<file path="config.mk">
export PLATFORM = sky130hd
export DESIGN_NAME = dns_name_label_encoder_top
export DESIGN_NICKNAME = d
export VERILOG_FILES = /design/src/rtl/core/dnsenc_pkg.sv /design/src/rtl/core/dnsenc_ram.sv /design/src/rtl/core/dns_name_label_encoder_top.sv
export SDC_FILE = /design/constraint.sdc
export NUM_CORES = 1
export LEC_CHECK = 0
export BUFFER_PORTS_ARGS = -buffer_cell sky130_fd_sc_hd__buf_2
export CAP_MARGIN = 20
export CORE_UTILIZATION = 40
export DETAILED_ROUTE_END_ITERATION = 10
export PLACE_DENSITY = 0.63
export SYNTH_ARGS = -nofsm -noshare
export SYNTH_HDL_FRONTEND = slang
export SYNTH_SLANG_ARGS = --single-unit
</file>
<file path="constraint.sdc">
create_clock -name i_clk -period 8.2 [get_ports i_clk]
set_input_delay 1.23 -clock i_clk [delete_from_list [all_inputs] [get_ports i_clk]]
set_output_delay 1.23 -clock i_clk [all_outputs]
set_load 0.01 [all_outputs]
</file>
<file path="src/rtl/core/dnsenc_pkg.sv">
// Shared types, constants and helpers for the DNS name label encoder.
package dnsenc_pkg;

    localparam int LABEL_MAX   = 62;
    localparam int STORE_DEPTH = 62;
    localparam int ADDR_W      = $clog2(STORE_DEPTH);
    localparam int FILL_W      = $clog2(LABEL_MAX + 1);
    localparam int LEN_W       = 10;

    localparam logic [7:0]       DOT_CHAR = 8'd46;
    localparam logic [7:0]       END_CHAR = 8'd0;
    localparam logic [LEN_W-1:0] LEN_SAT  = 10'd1023;

    localparam int TUSER_DONE = 0;
    localparam int TUSER_OVF  = 1;

    typedef enum logic [1:0] {
        S_IDLE,
        S_LEN,
        S_DATA,
        S_TERM
    } t_state;

    // Saturating add of a byte count to the running encoded length.
    function automatic logic [LEN_W-1:0] sat_add(input logic [LEN_W-1:0] a,
                                                 input logic [FILL_W:0]  b);
        logic [LEN_W:0] s;
        s = {1'b0, a} + {{(LEN_W - FILL_W){1'b0}}, b};
        if (s > {1'b0, LEN_SAT}) begin
            return LEN_SAT;
        end
        return s[LEN_W-1:0];
    endfunction

endpackage

</file>
<file path="src/rtl/core/dnsenc_ram.sv">
// Generic single-write, single-read synchronous RAM with a registered read.
module dnsenc_ram #(
    parameter int WIDTH = 8,
    parameter int DEPTH = 64
) (
    input  logic                     i_clk,
    input  logic                     i_we,
    input  logic [$clog2(DEPTH)-1:0] i_waddr,
    input  logic [WIDTH-1:0]         i_wdata,
    input  logic                     i_re,
    input  logic [$clog2(DEPTH)-1:0] i_raddr,
    output logic [WIDTH-1:0]         o_rdata
);

    logic [WIDTH-1:0] r_mem [DEPTH];
    logic [WIDTH-1:0] r_rdata;

    always_ff @(posedge i_clk) begin
        if (i_we) begin
            r_mem[i_waddr] <= i_wdata;
        end
        if (i_re) begin
            r_rdata <= r_mem[i_raddr];
        end
    end

    assign o_rdata = r_rdata;

endmodule

</file>
<file path="src/rtl/core/dns_name_label_encoder_top.sv">
// Top level of the DNS name label encoder: label buffer RAM, replay sequencer, output register.
//
//  Channel   Direction  Payload
//  s_*       in         tdata[7:0] = in_char
//  m_*       out        tdata[7:0] = out_byte, tdata[17:8] = total_length, tlast = run_last,
//                       tuser[0] = name_done, tuser[1] = label_overflow
//
// A label character is written to the label RAM; one beyond the label limit sets the
// overflow flag instead. Once taken, a dot replays the label (length byte, then one RAM
// read per character); a zero byte replays a non-empty label the same way and then
// emits the terminator, or only the terminator when the label is empty.
// The single read port of the label RAM sets the one-byte-per-cycle replay rate when unstalled.
// The input is not taken during a replay. Output stalls freeze the sequencer.
// Reset is synchronous, active low, and clears the fill count, length and flags.
module dns_name_label_encoder_top (
    input  logic        i_clk,
    input  logic        i_rst_n,
    input  logic        i_s_tvalid,
    output logic        o_s_tready,
    input  logic [7:0]  i_s_tdata,   // [7:0] in_char
    output logic        o_m_tvalid,
    input  logic        i_m_tready,
    output logic [23:0] o_m_tdata,   // [7:0] out_byte, [17:8] total_length, [23:18] zero
    output logic        o_m_tlast,
    output logic [1:0]  o_m_tuser    // [0] name_done, [1] label_overflow
);

    localparam int AW = dnsenc_pkg::ADDR_W;
    localparam int FW = dnsenc_pkg::FILL_W;
    localparam int LW = dnsenc_pkg::LEN_W;

    dnsenc_pkg::t_state r_state, n_state;

    logic [FW-1:0] r_fill;
    logic [AW-1:0] r_idx;
    logic [LW-1:0] r_emit;
    logic          r_ovf;
    logic          r_is_end;

    logic          r_m_valid;
    logic [7:0]    r_o_byte;
    logic [LW-1:0] r_o_total;
    logic          r_o_last;
    logic          r_o_done;
    logic          r_o_ovf;

    logic          s_acc, out_free, is_end_char, is_dot, is_plain, can_store;
    logic          last_byte;
    logic          ld;
    logic [7:0]    ob;
    logic [LW-1:0] ototal;
    logic          olast, odone;
    logic          re;
    logic [AW-1:0] raddr;
    logic [7:0]    rdata;

    assign out_free    = !r_m_valid || i_m_tready;
    assign s_acc       = i_s_tvalid && (r_state == dnsenc_pkg::S_IDLE);
    assign is_end_char = (i_s_tdata == dnsenc_pkg::END_CHAR);
    assign is_dot      = (i_s_tdata == dnsenc_pkg::DOT_CHAR);
    assign is_plain    = !is_end_char && !is_dot;
    assign can_store   = (r_fill < FW'(dnsenc_pkg::LABEL_MAX));
    assign last_byte   = (FW'(r_idx) == (r_fill - FW'(1)));

    dnsenc_ram #(
        .WIDTH (8),
        .DEPTH (dnsenc_pkg::STORE_DEPTH)
    ) u_label_ram (
        .i_clk   (i_clk),
        .i_we    (s_acc && is_plain && can_store),
        .i_waddr (r_fill[AW-1:0]),
        .i_wdata (i_s_tdata),
        .i_re    (re),
        .i_raddr (raddr),
        .o_rdata (rdata)
    );

    // Next state.
    always_comb begin
        n_state = r_state;
        case (r_state)
            dnsenc_pkg::S_IDLE: begin
                if (s_acc && is_end_char) begin
                    n_state = (r_fill != '0) ? dnsenc_pkg::S_LEN : dnsenc_pkg::S_TERM;
                end else if (s_acc && is_dot) begin
                    n_state = dnsenc_pkg::S_LEN;
                end
            end
            dnsenc_pkg::S_LEN: begin
                if (out_free) begin
                    n_state = (r_fill == '0) ? dnsenc_pkg::S_IDLE : dnsenc_pkg::S_DATA;
                end
            end
            dnsenc_pkg::S_DATA: begin
                if (out_free && last_byte) begin
                    n_state = r_is_end ? dnsenc_pkg::S_TERM : dnsenc_pkg::S_IDLE;
                end
            end
            dnsenc_pkg::S_TERM: begin
                if (out_free) begin
                    n_state = dnsenc_pkg::S_IDLE;
                end
            end
            default: n_state = dnsenc_pkg::S_IDLE;
        endcase
    end

    // Sequencer outputs: output register load and label RAM reads.
    always_comb begin
        ld     = 1'b0;
        ob     = '0;
        olast  = 1'b0;
        odone  = 1'b0;
        ototal = '0;
        re     = 1'b0;
        raddr  = '0;
        case (r_state)
            dnsenc_pkg::S_LEN: begin
                if (out_free) begin
                    ld    = 1'b1;
                    ob    = {{(8 - FW){1'b0}}, r_fill};
                    olast = (r_fill == '0);
                    re    = (r_fill != '0);
                end
            end
            dnsenc_pkg::S_DATA: begin
                if (out_free) begin
                    ld    = 1'b1;
                    ob    = rdata;
                    olast = last_byte && !r_is_end;
                    re    = !last_byte;
                    raddr = AW'(r_idx + AW'(1));
                end
            end
            dnsenc_pkg::S_TERM: begin
                if (out_free) begin
                    ld     = 1'b1;
                    olast  = 1'b1;
                    odone  = 1'b1;
                    ototal = dnsenc_pkg::sat_add(r_emit, (FW + 1)'(1));
                end
            end
            default: begin
                ld = 1'b0;
            end
        endcase
    end

    always_ff @(posedge i_clk) begin
        if (!i_rst_n) begin
            r_state   <= dnsenc_pkg::S_IDLE;
            r_fill    <= '0;
            r_emit    <= '0;
            r_ovf     <= 1'b0;
            r_is_end  <= 1'b0;
            r_idx     <= '0;
            r_m_valid <= 1'b0;
        end else begin
            r_state <= n_state;
            if (s_acc) begin
                if (is_plain) begin
                    if (can_store) begin
                        r_fill <= r_fill + FW'(1);
                    end else begin
                        r_ovf <= 1'b1;
                    end
                end else begin
                    r_is_end <= is_end_char;
                    if (is_dot || r_fill != '0) begin
                        r_emit <= dnsenc_pkg::sat_add(r_emit, {1'b0, r_fill} + (FW + 1)'(1));
                    end
                end
            end
            if (r_state == dnsenc_pkg::S_LEN && out_free) begin
                r_idx <= '0;
            end
            if (r_state == dnsenc_pkg::S_DATA && out_free) begin
                if (last_byte) begin
                    r_fill <= '0;
                end else begin
                    r_idx <= AW'(r_idx + AW'(1));
                end
            end
            if (r_state == dnsenc_pkg::S_TERM && out_free) begin
                r_fill <= '0;
                r_emit <= '0;
                r_ovf  <= 1'b0;
            end
            if (ld) begin
                r_m_valid <= 1'b1;
            end else if (i_m_tready) begin
                r_m_valid <= 1'b0;
            end
        end
    end

    always_ff @(posedge i_clk) begin
        if (ld) begin
            r_o_byte  <= ob;
            r_o_total <= ototal;
            r_o_last  <= olast;
            r_o_done  <= odone;
            r_o_ovf   <= r_ovf;
        end
    end

    assign o_s_tready = (r_state == dnsenc_pkg::S_IDLE);
    assign o_m_tvalid = r_m_valid;
    assign o_m_tdata  = {6'd0, r_o_total, r_o_byte};
    assign o_m_tlast  = r_o_last;
    assign o_m_tuser  = {r_o_ovf, r_o_done};

    // The fill count never exceeds the label limit.
    a_fill_max: assert property (@(posedge i_clk) disable iff (!i_rst_n)
        r_fill <= FW'(dnsenc_pkg::LABEL_MAX))
        else $error("label fill count beyond limit");

    // During replay the read index stays inside the stored label.
    a_idx_range: assert property (@(posedge i_clk) disable iff (!i_rst_n)
        (r_state == dnsenc_pkg::S_DATA) |-> (FW'(r_idx) < r_fill))
        else $error("replay index outside label");

    // A terminator always closes its run.
    a_done_last: assert property (@(posedge i_clk) disable iff (!i_rst_n)
        (o_m_tvalid && o_m_tuser[dnsenc_pkg::TUSER_DONE]) |-> o_m_tlast)
        else $error("terminator without tlast");

    // After the terminator is loaded the name state is clear.
    a_name_clear: assert property (@(posedge i_clk) disable iff (!i_rst_n)
        (ld && odone) |=> (r_fill == '0 && r_emit == '0 && !r_ovf))
        else $error("name state not cleared after terminator");

    // The input is never taken while a replay is in progress.
    a_no_accept_busy: assert property (@(posedge i_clk) disable iff (!i_rst_n)
        (r_state != dnsenc_pkg::S_IDLE) |-> !o_s_tready)
        else $error("input ready during replay");

endmodule

</file>
== Word-level counts from Yosys, hierarchy flattened ==
Memories as Yosys holds them, arrays and structs flattened. A register that Yosys moved wholly into a read port is not among the register bits.
Cells that the tools add are included.
W data, S select, Z words.
Word-level totals
  memories: 1
  output and inout bits: 29
  word-level logic and storage cells: 110
  flip-flop bits (word level): 48
  bits of input ports: 12
  memory bits (writable): 496
Operators by class
  $add $sub $neg: 6
  reduce and logical (&&, ||, !) cells: 30
  $lt $le $gt $ge: 3
  muxes and demuxes: 46
  eq/ne operators: 9
  bitwise gates (word level): 3
Memories
  u_label_ram.r_mem: depth 62, width 8, rd ports 1, clocked after Yosys merged registers in 1, wr ports 1, RTL line dnsenc_ram.sv:15  | logic [WIDTH-1:0] r_mem [DEPTH];
Operators by type and width (count)
  $mux W6: 11
  $mux W10: 4
  $gt A11 B10 Y1 const B: 2
  $mux W1: 18
  $mux W2: 8
  $pmux W8 S2: 1
  $add A6 B1 Y6 const B: 2
  $add A10 B1 Y11 const B: 1
  $add A10 B7 Y11: 1
  $logic_and A1 B1 Y1: 11
  $eq A8 B6 Y1 const B: 1
  $logic_not A8 Y1: 1
  $mux W8: 1
  $pmux W2 S4: 1
  $add A6 B1 Y7 const B: 1
  $eq A6 B6 Y1: 1
  $logic_not A6 Y1: 1
  $lt A6 B6 Y1 const B: 1
  $ne A2 B2 Y1 const B: 3
  $reduce_and A3 Y1: 2
  $reduce_bool A6 Y1: 1
  $sub A6 B1 Y6 const B: 1
  $logic_not A1 Y1: 5
  $eq A2 B2 Y1 const B: 2
  12 further kinds: 16

== Longest topological paths before layout ==
Gate-level depths: netlist (run 1).
  depth after elaboration: 9
  depth in mapped cells: 12
  mapped depth without buffers: 11

== By module ==
A second synthesis (run 1) with hierarchy kept.
Unflattened totals
  cell total of the unflattened synthesis: 1233
  area, all modules: 22454.0 um^2
Modules (own cells, without submodules)
  dnsenc_ram: instances 1, area an instance 19636.3 um^2, cells each 935, seq. area each 15134.5 um^2
  dns_name_label_encoder_top: instances 1, area an instance 2817.7 um^2, cells each 298, seq. area each 1171.1 um^2

== Worst setup path after synthesis (run 1) ==
Ideal clock, no wire load.
  path kind: in2reg
  start: input port i_m_tready
  end: register u_label_ram.r_rdata[3], in the netlist u_label_ram.o_rdata[3] (read register of u_label_ram.r_mem), data pin
  stages on the path: 10
  required time: 7.939 ns
  arrival time: 3.142 ns
  slack: 4.797 ns
  library setup time: 0.261 ns
  path buffers: 3
  path through: nand2b_1 > clkbuf_1 > nand2_1 > buf_2 > buf_1 > mux2i_1 > o21ai_0 > a2111oi_0 > o21ai_0 > o311a_1
On the way
  cells in the longest elaborated chain, start to end: 3
  elaborated cells on any way between the ends: 6
  classes of those cells: 5 x mux; 1 x reduce/logical
Ends and longest elaborated chain
  from (decl): RTL line dns_name_label_encoder_top.sv:22  | input logic i_m_tready,
  $logic_or A1 B1 Y1 *: RTL line dns_name_label_encoder_top.sv:57  | assign out_free = !r_m_valid || i_m_tready;
  $mux W1 (tied with other cells): RTL line dns_name_label_encoder_top.sv:127  | if (out_free) begin
  $pmux W1 S2 or $mux W6 (tied branches): RTL line dns_name_label_encoder_top.sv:117  | case (r_state)
  to (decl): RTL line dnsenc_ram.sv:16  | logic [WIDTH-1:0] r_rdata;
Mark *: on every way between the ends. The rest lies on a longest branch, timed or not.
A chain may end at the register's enable or synchronous reset.

== Final worst setup path (run 1) ==
  start: register r_idx[0]
  end: register u_label_ram.r_rdata[7], in the netlist u_label_ram.o_rdata[7] (read register of u_label_ram.r_mem), data pin
On the way
  cells in the longest elaborated chain, start to end: 4
  elaborated cells on any way between the ends: 7
  classes of those cells: 1 x add/sub; 1 x eq/ne; 4 x mux; 1 x reduce/logical
Ends and longest elaborated chain
  from (decl): RTL line dns_name_label_encoder_top.sv:35  | logic [AW-1:0] r_idx;
  from (signal assigned): RTL line dns_name_label_encoder_top.sv:181  | r_idx <= AW'(r_idx + AW'(1));
  parallel branches: the longest is 4 deep, another holds $add A6 B1 Y6
Several ways; the timed one is not identified.

==> results of run 1 <==
final cells by class:
class,instances,area [um2]
fillers,5023,30900
flip-flops and latches,552,16300
multi-input cells,936,6430
clock buffers,78,1490
well taps,756,946
repair buffers,70,440
clock inverters,23,213
inverters,18,67.6
layout by cell type, fill, tap and decap left out, types with 10 or more instances in the layout:
cell / netlist / final
o221ai_1: 27 / 27
nand4_1: 10 / 10
edfxtp_1: 525 / 525
nor2b_1: 13 / 13
o211ai_1: 19 / 19
a31oi_1: 18 / 18
a21oi_1: 57 / 57
clkbuf_1: 91 / 21
or2_2: 11 / 11
nand2b_1: 16 / 16
xnor2_1: 15 / 13
buf_2: 12 / 34
buf_4: 8 / 36
nand2_1: 102 / 100
clkbuf_16: 0 / 56
inv_1: 17 / 16
a211oi_1: 36 / 35
ha_1: 16 / 15
mux2_2: 18 / 18
nand3_1: 40 / 40
dfxtp_1: 27 / 26
mux4_2: 19 / 19
a221oi_1: 16 / 16
mux2i_1: 71 / 71
o22ai_1: 32 / 32
nor3_1: 44 / 42
nor2_1: 128 / 124
o21ai_0: 63 / 63
or3_1: 10 / 10
registers in the layout, indices dropped and copies added (netlist names):
register / flops
o_m_tvalid: 1
r_is_end: 1
r_idx: 6
r_o_total: 10
r_fill: 6
r_ovf: 1
u_label_ram.r_mem: 496
r_emit: 10
o_m_tlast: 1
r_o_done: 1
u_label_ram.o_rdata: 8
r_o_byte: 8
r_state: 2
r_o_ovf: 1
power by group:
part | total [mW] | switching [mW] | internal (mW)
clock | 2.42 | 1.06 | 1.36
sequential | 3.30 | 0.0923 | 3.20
combinational | 1.26 | 0.860 | 0.399
total | 6.98 | 2.01 | 4.97
worst paths after layout:
check	endpoint	slack [ps]	from	cells after the start
setup / recovery	u_label_ram.o_rdata[7]	3470	r_idx[0]	9
hold reg to reg	r_o_ovf	470	r_ovf	0
setup reg to reg	u_label_ram.o_rdata[7]	3470	r_idx[0]	9
hold / removal	r_o_ovf	470	r_ovf	0
cell families after synthesis:
family,Yosys count
other,1
buffers and inverters,145
XOR/XNOR,26
AO/OA/AOI/OAI,377
adder cells (fa/ha/maj),17
flip-flops,552
multiplexers,108
AND/OR/NAND/NOR,402
metal layers:
metal	vias to the layer above	track usage	part of all wire
met3	148	0.0616	0.11
met5	-	0	0.00043
met2	883	0.332	0.45
li1	6392	-	-
met1	7390	0.299	0.40
met4	4	0.0844	0.037
through the flow:
step                      std cells  hold slack [ps]  power [mW]  instance area, um2  utilization
after global routing           2433              482        7.19               25900        0.456
after CTS                      2433              462        6.98               25900        0.456
after global placement         2332              455        4.58               24200        0.426
after floorplan                1633              409        4.12               23200            -
after detailed placement       2332              446        4.59               24200        0.426
final                          2433              469        6.98               25900        0.456
==> results.toml, run 1 <==
[synth]
ys_seq_elements = 552
postSynthCellCount = 1628
synthMuxAreaShare = 0.0578
ys.flop_type = "edfxtp_1"
synth_top_area_cell = "edfxtp_1"
synthAdderAreaFrac = 0.00948
synth-compound-area-share = 0.114
synthSimpleGateAreaFrac = 0.0801
synth_edf_count = 525
synth.most_common_cell = "edfxtp_1"
seq_area_frac_synth = 0.702
synth_top_cell_area_share = 0.679
synth_top_family_by_area = "compound AO/OA/AOI/OAI gates"
synth-xor-area-share = 0.0101
ys_types = 75
netlist_top_cells_area = "edfxtp_1 (68%), mux2i_1 (3.1%), dfxtp_1 (2.3%)"
avgSynthCellArea_um2 = 14.3
synthArstFlopShare = 0
yosysWarningCount = 0
netlist_area_mm2 = 0.0232
synthTopCellsByCount = "edfxtp_1 (525), nor2_1 (128), nand2_1 (102), clkbuf_1 (91), mux2i_1 (71)"

[clock_tree]
cts_buffers = 56
clock_sinks = 552
clk_latency_ps = 630
cts_setup_buffers = 0
post_cts_resized = 0
cts_tree = "yes"
h-tree-depth = 2
path_clk_slew_ps = 60
postCtsHoldBufs = 0
clockBufferDepth = 3
clockRootBuffer = "clkbuf_16"

[floorplan]
chipWidth_um = 243
num_rows = 87
start_util = 0.409
pin_count = 41
core_area_mm2 = 0.0568
die_h_um = 243
dieArea_mm2 = 0.0590

[pwr]
leakage_nw = 8.03
p_per_area_mw_per_mm2 = 269
ir_worst_vdd_v = 0.000184

[timing]
period_share = 0.577
max_freq_ghz = 0.211
slew_violations = 0
hold_viol = 0
layout_setup_ws_ps = 3470
finClkSkew_ps = 22.7
rsz0062_at_grt = "no"
finalSetupTns_ps = 0
worst_slew_pin_slew_ps = 1090
period_needed_ps = 4730
maxSlewHeadroom = 0.272
setup_viol = 0

[global_routing]
antenna_found_initial = 2
grt_start_max_net_pins = 65
grt_pass1_wl_um = 96000
grt_use_total = 0.219
grt_pass1_vias = 14500
grt_overflow_total = 0

[placement]
port_buffers = 34
pre_cts_ws_ps = 3260
dp_hpwl_um = 39300
place_congestion = 0.853

[setup_path]
slowest_delay_ps = 870
crit_family = "buffers and inverters"
crit_path_cell_trace = "buf_4 -> nor2b_1 -> nand2_4 -> buf_4 -> mux4_2 -> and2_1 -> a211oi_1 -> a31oi_1 -> a32o_1"
startpoint_type = "register"
critPathBufInv = 2
criticalPathCategory = "reg -> reg"
slowest_stage = "dfxtp_4"
cp_max_fo = 56
timing.critical_path.to_type = "register"
required_ps = 8570
critical_path_arrival_ps = 5100
path_common_cell = "buf_4"

[routing]
remaining_drc_errors = 0
vias_per_cell = 6.09
wl_per_cell_um = 26.7
dr.pass1.iters = 8
ant_nets = 0
vias = 14800
drtIter0Drc = 1671
wirelength_um = 64900

[layout]
fin_nets = 1663
drive_gt1_frac = 0.129
num_antenna_cells = 0
syn2layout_area_growth_pct = 11.6

[hold_path]
min-delay-path-class = "reg -> reg"

[status]
status = "completed"

[job]
drv_cap = 0
No activity file was read; power rests on OpenSTA's default activity.
==> inputs of run 2 (changes only) <==
Clock period 8.2 ns to 4.37 ns, I/O delays scaled along.
==> run 2 against run 1 <==
Compared with the run above: global-route usage increased by 0.81 points; largest power group unchanged; worst hold slack got worse by 33 ps; register-to-register slack got worse by 3000 ps; wire length increased by 4.0%.
==> results.toml, run 2 (synthesis gave the netlist of run 1 again) <==
[layout]
largest_reg_flops = 496
syn2layout_area_growth_pct = 13.1
fin_area_mm2 = 0.0263
drive_gt1_frac = 0.150
stdcell_count = 2471
fill_cells = 4953
fin_nets = 1701
num_antenna_cells = 0
final_cell_mix = "edfxtp_1 (525), nor2_1 (124), nand2_1 (100), mux2i_1 (71), buf_4 (70)"
layout_commonest_cell = "edfxtp_1"
reg.largest.list = "u_label_ram.r_mem: 496 flops, r_emit: 10 flops, r_o_total: 10 flops"
top_register = "u_label_ram.r_mem"

[clock_tree]
cts_setup_buffers = 0
clock_sinks = 552
cts_tree = "yes"
cts_buffers = 55
clockRootBuffer = "clkbuf_16"
post_cts_resized = 0
clk_latency_ps = 610
h-tree-depth = 2
clockBufferDepth = 3
postCtsHoldBufs = 0
path_clk_slew_ps = 60

[pwr]
pwr-share-clk = 0.346
leakage_nw = 8.26
p_int_mw = 9.42
total_power_mw = 13.2
ir_worst_vdd_v = 0.000314
power_frac_seq = 0.464
comb_power_share = 0.190
p_per_area_mw_per_mm2 = 504
power_switching_mw = 3.82
sw_frac_of_total = 0.288

[setup_path]
critical_path_arrival_ps = 4270
timing.critical_path.to_type = "register"
crit-reg2reg-launch = "r_state[0]"
slowest_stage = "nor2_2"
r2r_end = "u_label_ram.o_rdata[3]"
required_ps = 4730
r2r.worst_path.cells = 9
cp_max_fo = 21
path_common_cell = "inv_1"
startpoint_type = "register"
crit_path_cell_trace = "inv_1 -> ha_1 -> inv_1 -> nor2_2 -> buf_4 -> nand2_1 -> a2111oi_0 -> o21ai_0 -> o311a_1"
reg2reg_slack_ps = 470
criticalPathCategory = "reg -> reg"
slowest_delay_ps = 540

[hold_path]
min-delay-path-class = "in -> reg"
holdPathStages = 4
min_to = "r_is_end"
min-delay-start = "i_s_tvalid"

[job]
drv_cap = 0

[global_routing]
grt_pass1_wl_um = 98900
grt_start_max_net_pins = 72
grt_use_total = 0.227
grt_overflow_total = 0
antenna_found_initial = 1
grt_pass1_vias = 14500

[timing]
setup_viol = 0
hold_viol = 0
period_needed_ps = 3900
maxSlewHeadroom = 0.286
finalSetupTns_ps = 0
finClkSkew_ps = 17.3
slew_violations = 0
rsz0062_at_grt = "no"
period_share = 0.893
layout_setup_ws_ps = 469
worst_slew_pin_slew_ps = 1070
max_freq_ghz = 0.256

[routing]
vias_per_cell = 6.09
drtIter0Drc = 1945
ant_nets = 0
wl_per_cell_um = 27.3
met1_length_um = 27600
wirelength_um = 67400
maxUsedRoutingLayer = "met5"
dr.pass1.iters = 8
met2_length_um = 29800
remaining_drc_errors = 0
vias = 15000
wl_met3_um = 7460

[status]
status = "completed"

[placement]
port_buffers = 34
pre_cts_ws_ps = 594
dpl_cell_area_mm2 = 0.0245
dp.cells = 2371
dp_hpwl_um = 41900
place_congestion = 0.925

[floorplan]
chipWidth_um = 243
pin_count = 41
die_h_um = 243
core_area_mm2 = 0.0568
dieArea_mm2 = 0.0590
start_util = 0.409
num_rows = 87
## run 2: cell count changes in the layout (fill, tap and decap cells not counted), sizes merged
cell    change
clkbuf     -13
inv         -1
clkinv     +11
buf        +39
bufinv      +2
## run 2: power groups by stage
stage	clock, mW	combinational (mW)	sequential (mW)
after floorplan	0	1.51	6.22
final	4.59	2.51	6.14
after CTS	4.62	2.47	6.14
after global routing	4.81	2.66	6.16
after global placement	0	2.45	6.25
after detailed placement	0	2.46	6.25
## run 2: how the worst max path moves through the flow
stage          startpoint                      to  slack (ps)  depth (start not counted)
6_report       r_state[0]  u_label_ram.o_rdata[3]         470                          9
5_1_grt        r_state[0]  u_label_ram.o_rdata[3]         460                          9
4_1_cts        r_state[0]  u_label_ram.o_rdata[3]         590                          9
3_5_place_dp   r_state[0]  u_label_ram.o_rdata[3]         590                          9
3_3_place_gp   r_state[0]  u_label_ram.o_rdata[3]         660                          9
2_1_floorplan  i_m_tready  u_label_ram.o_rdata[3]        1540                         10
## run 2: final cells by class
class	instances	area [um2]	area share
clock buffers	65	1410	0.0539
flip-flops and latches	552	16300	0.621
multi-input cells	936	6430	0.245
repair buffers	109	796	0.0303
well taps	756	946	0.0360
clock inverters	35	297	0.0113
inverters	18	67.6	0.00257
## run 2: worst max-delay path: cells and delay by family (launching register included)
family	cells	cell delay (ps)
buffers and inverters	3	850
adder cells (fa/ha/maj)	1	490
AO/OA/AOI/OAI	3	890
flip-flops	1	330
AND/OR/NAND/NOR	2	1080
## run 2: per-stage QoR
stage               hold slack, ps  utilization
floorplan                      409            -
global placement               477        0.432
detailed placement             478        0.432
CTS                            407        0.462
global route                   437        0.462
finish                         436        0.462
## run 2: layer usage
| metal | track usage | vias to the layer above |
|---|---|---|
| li1 | - | 6466 |
| met1 | 0.322 | 7496 |
| met2 | 0.342 | 926 |
| met3 | 0.0547 | 153 |
| met4 | 0.0795 | 2 |
| met5 | 0 | - |
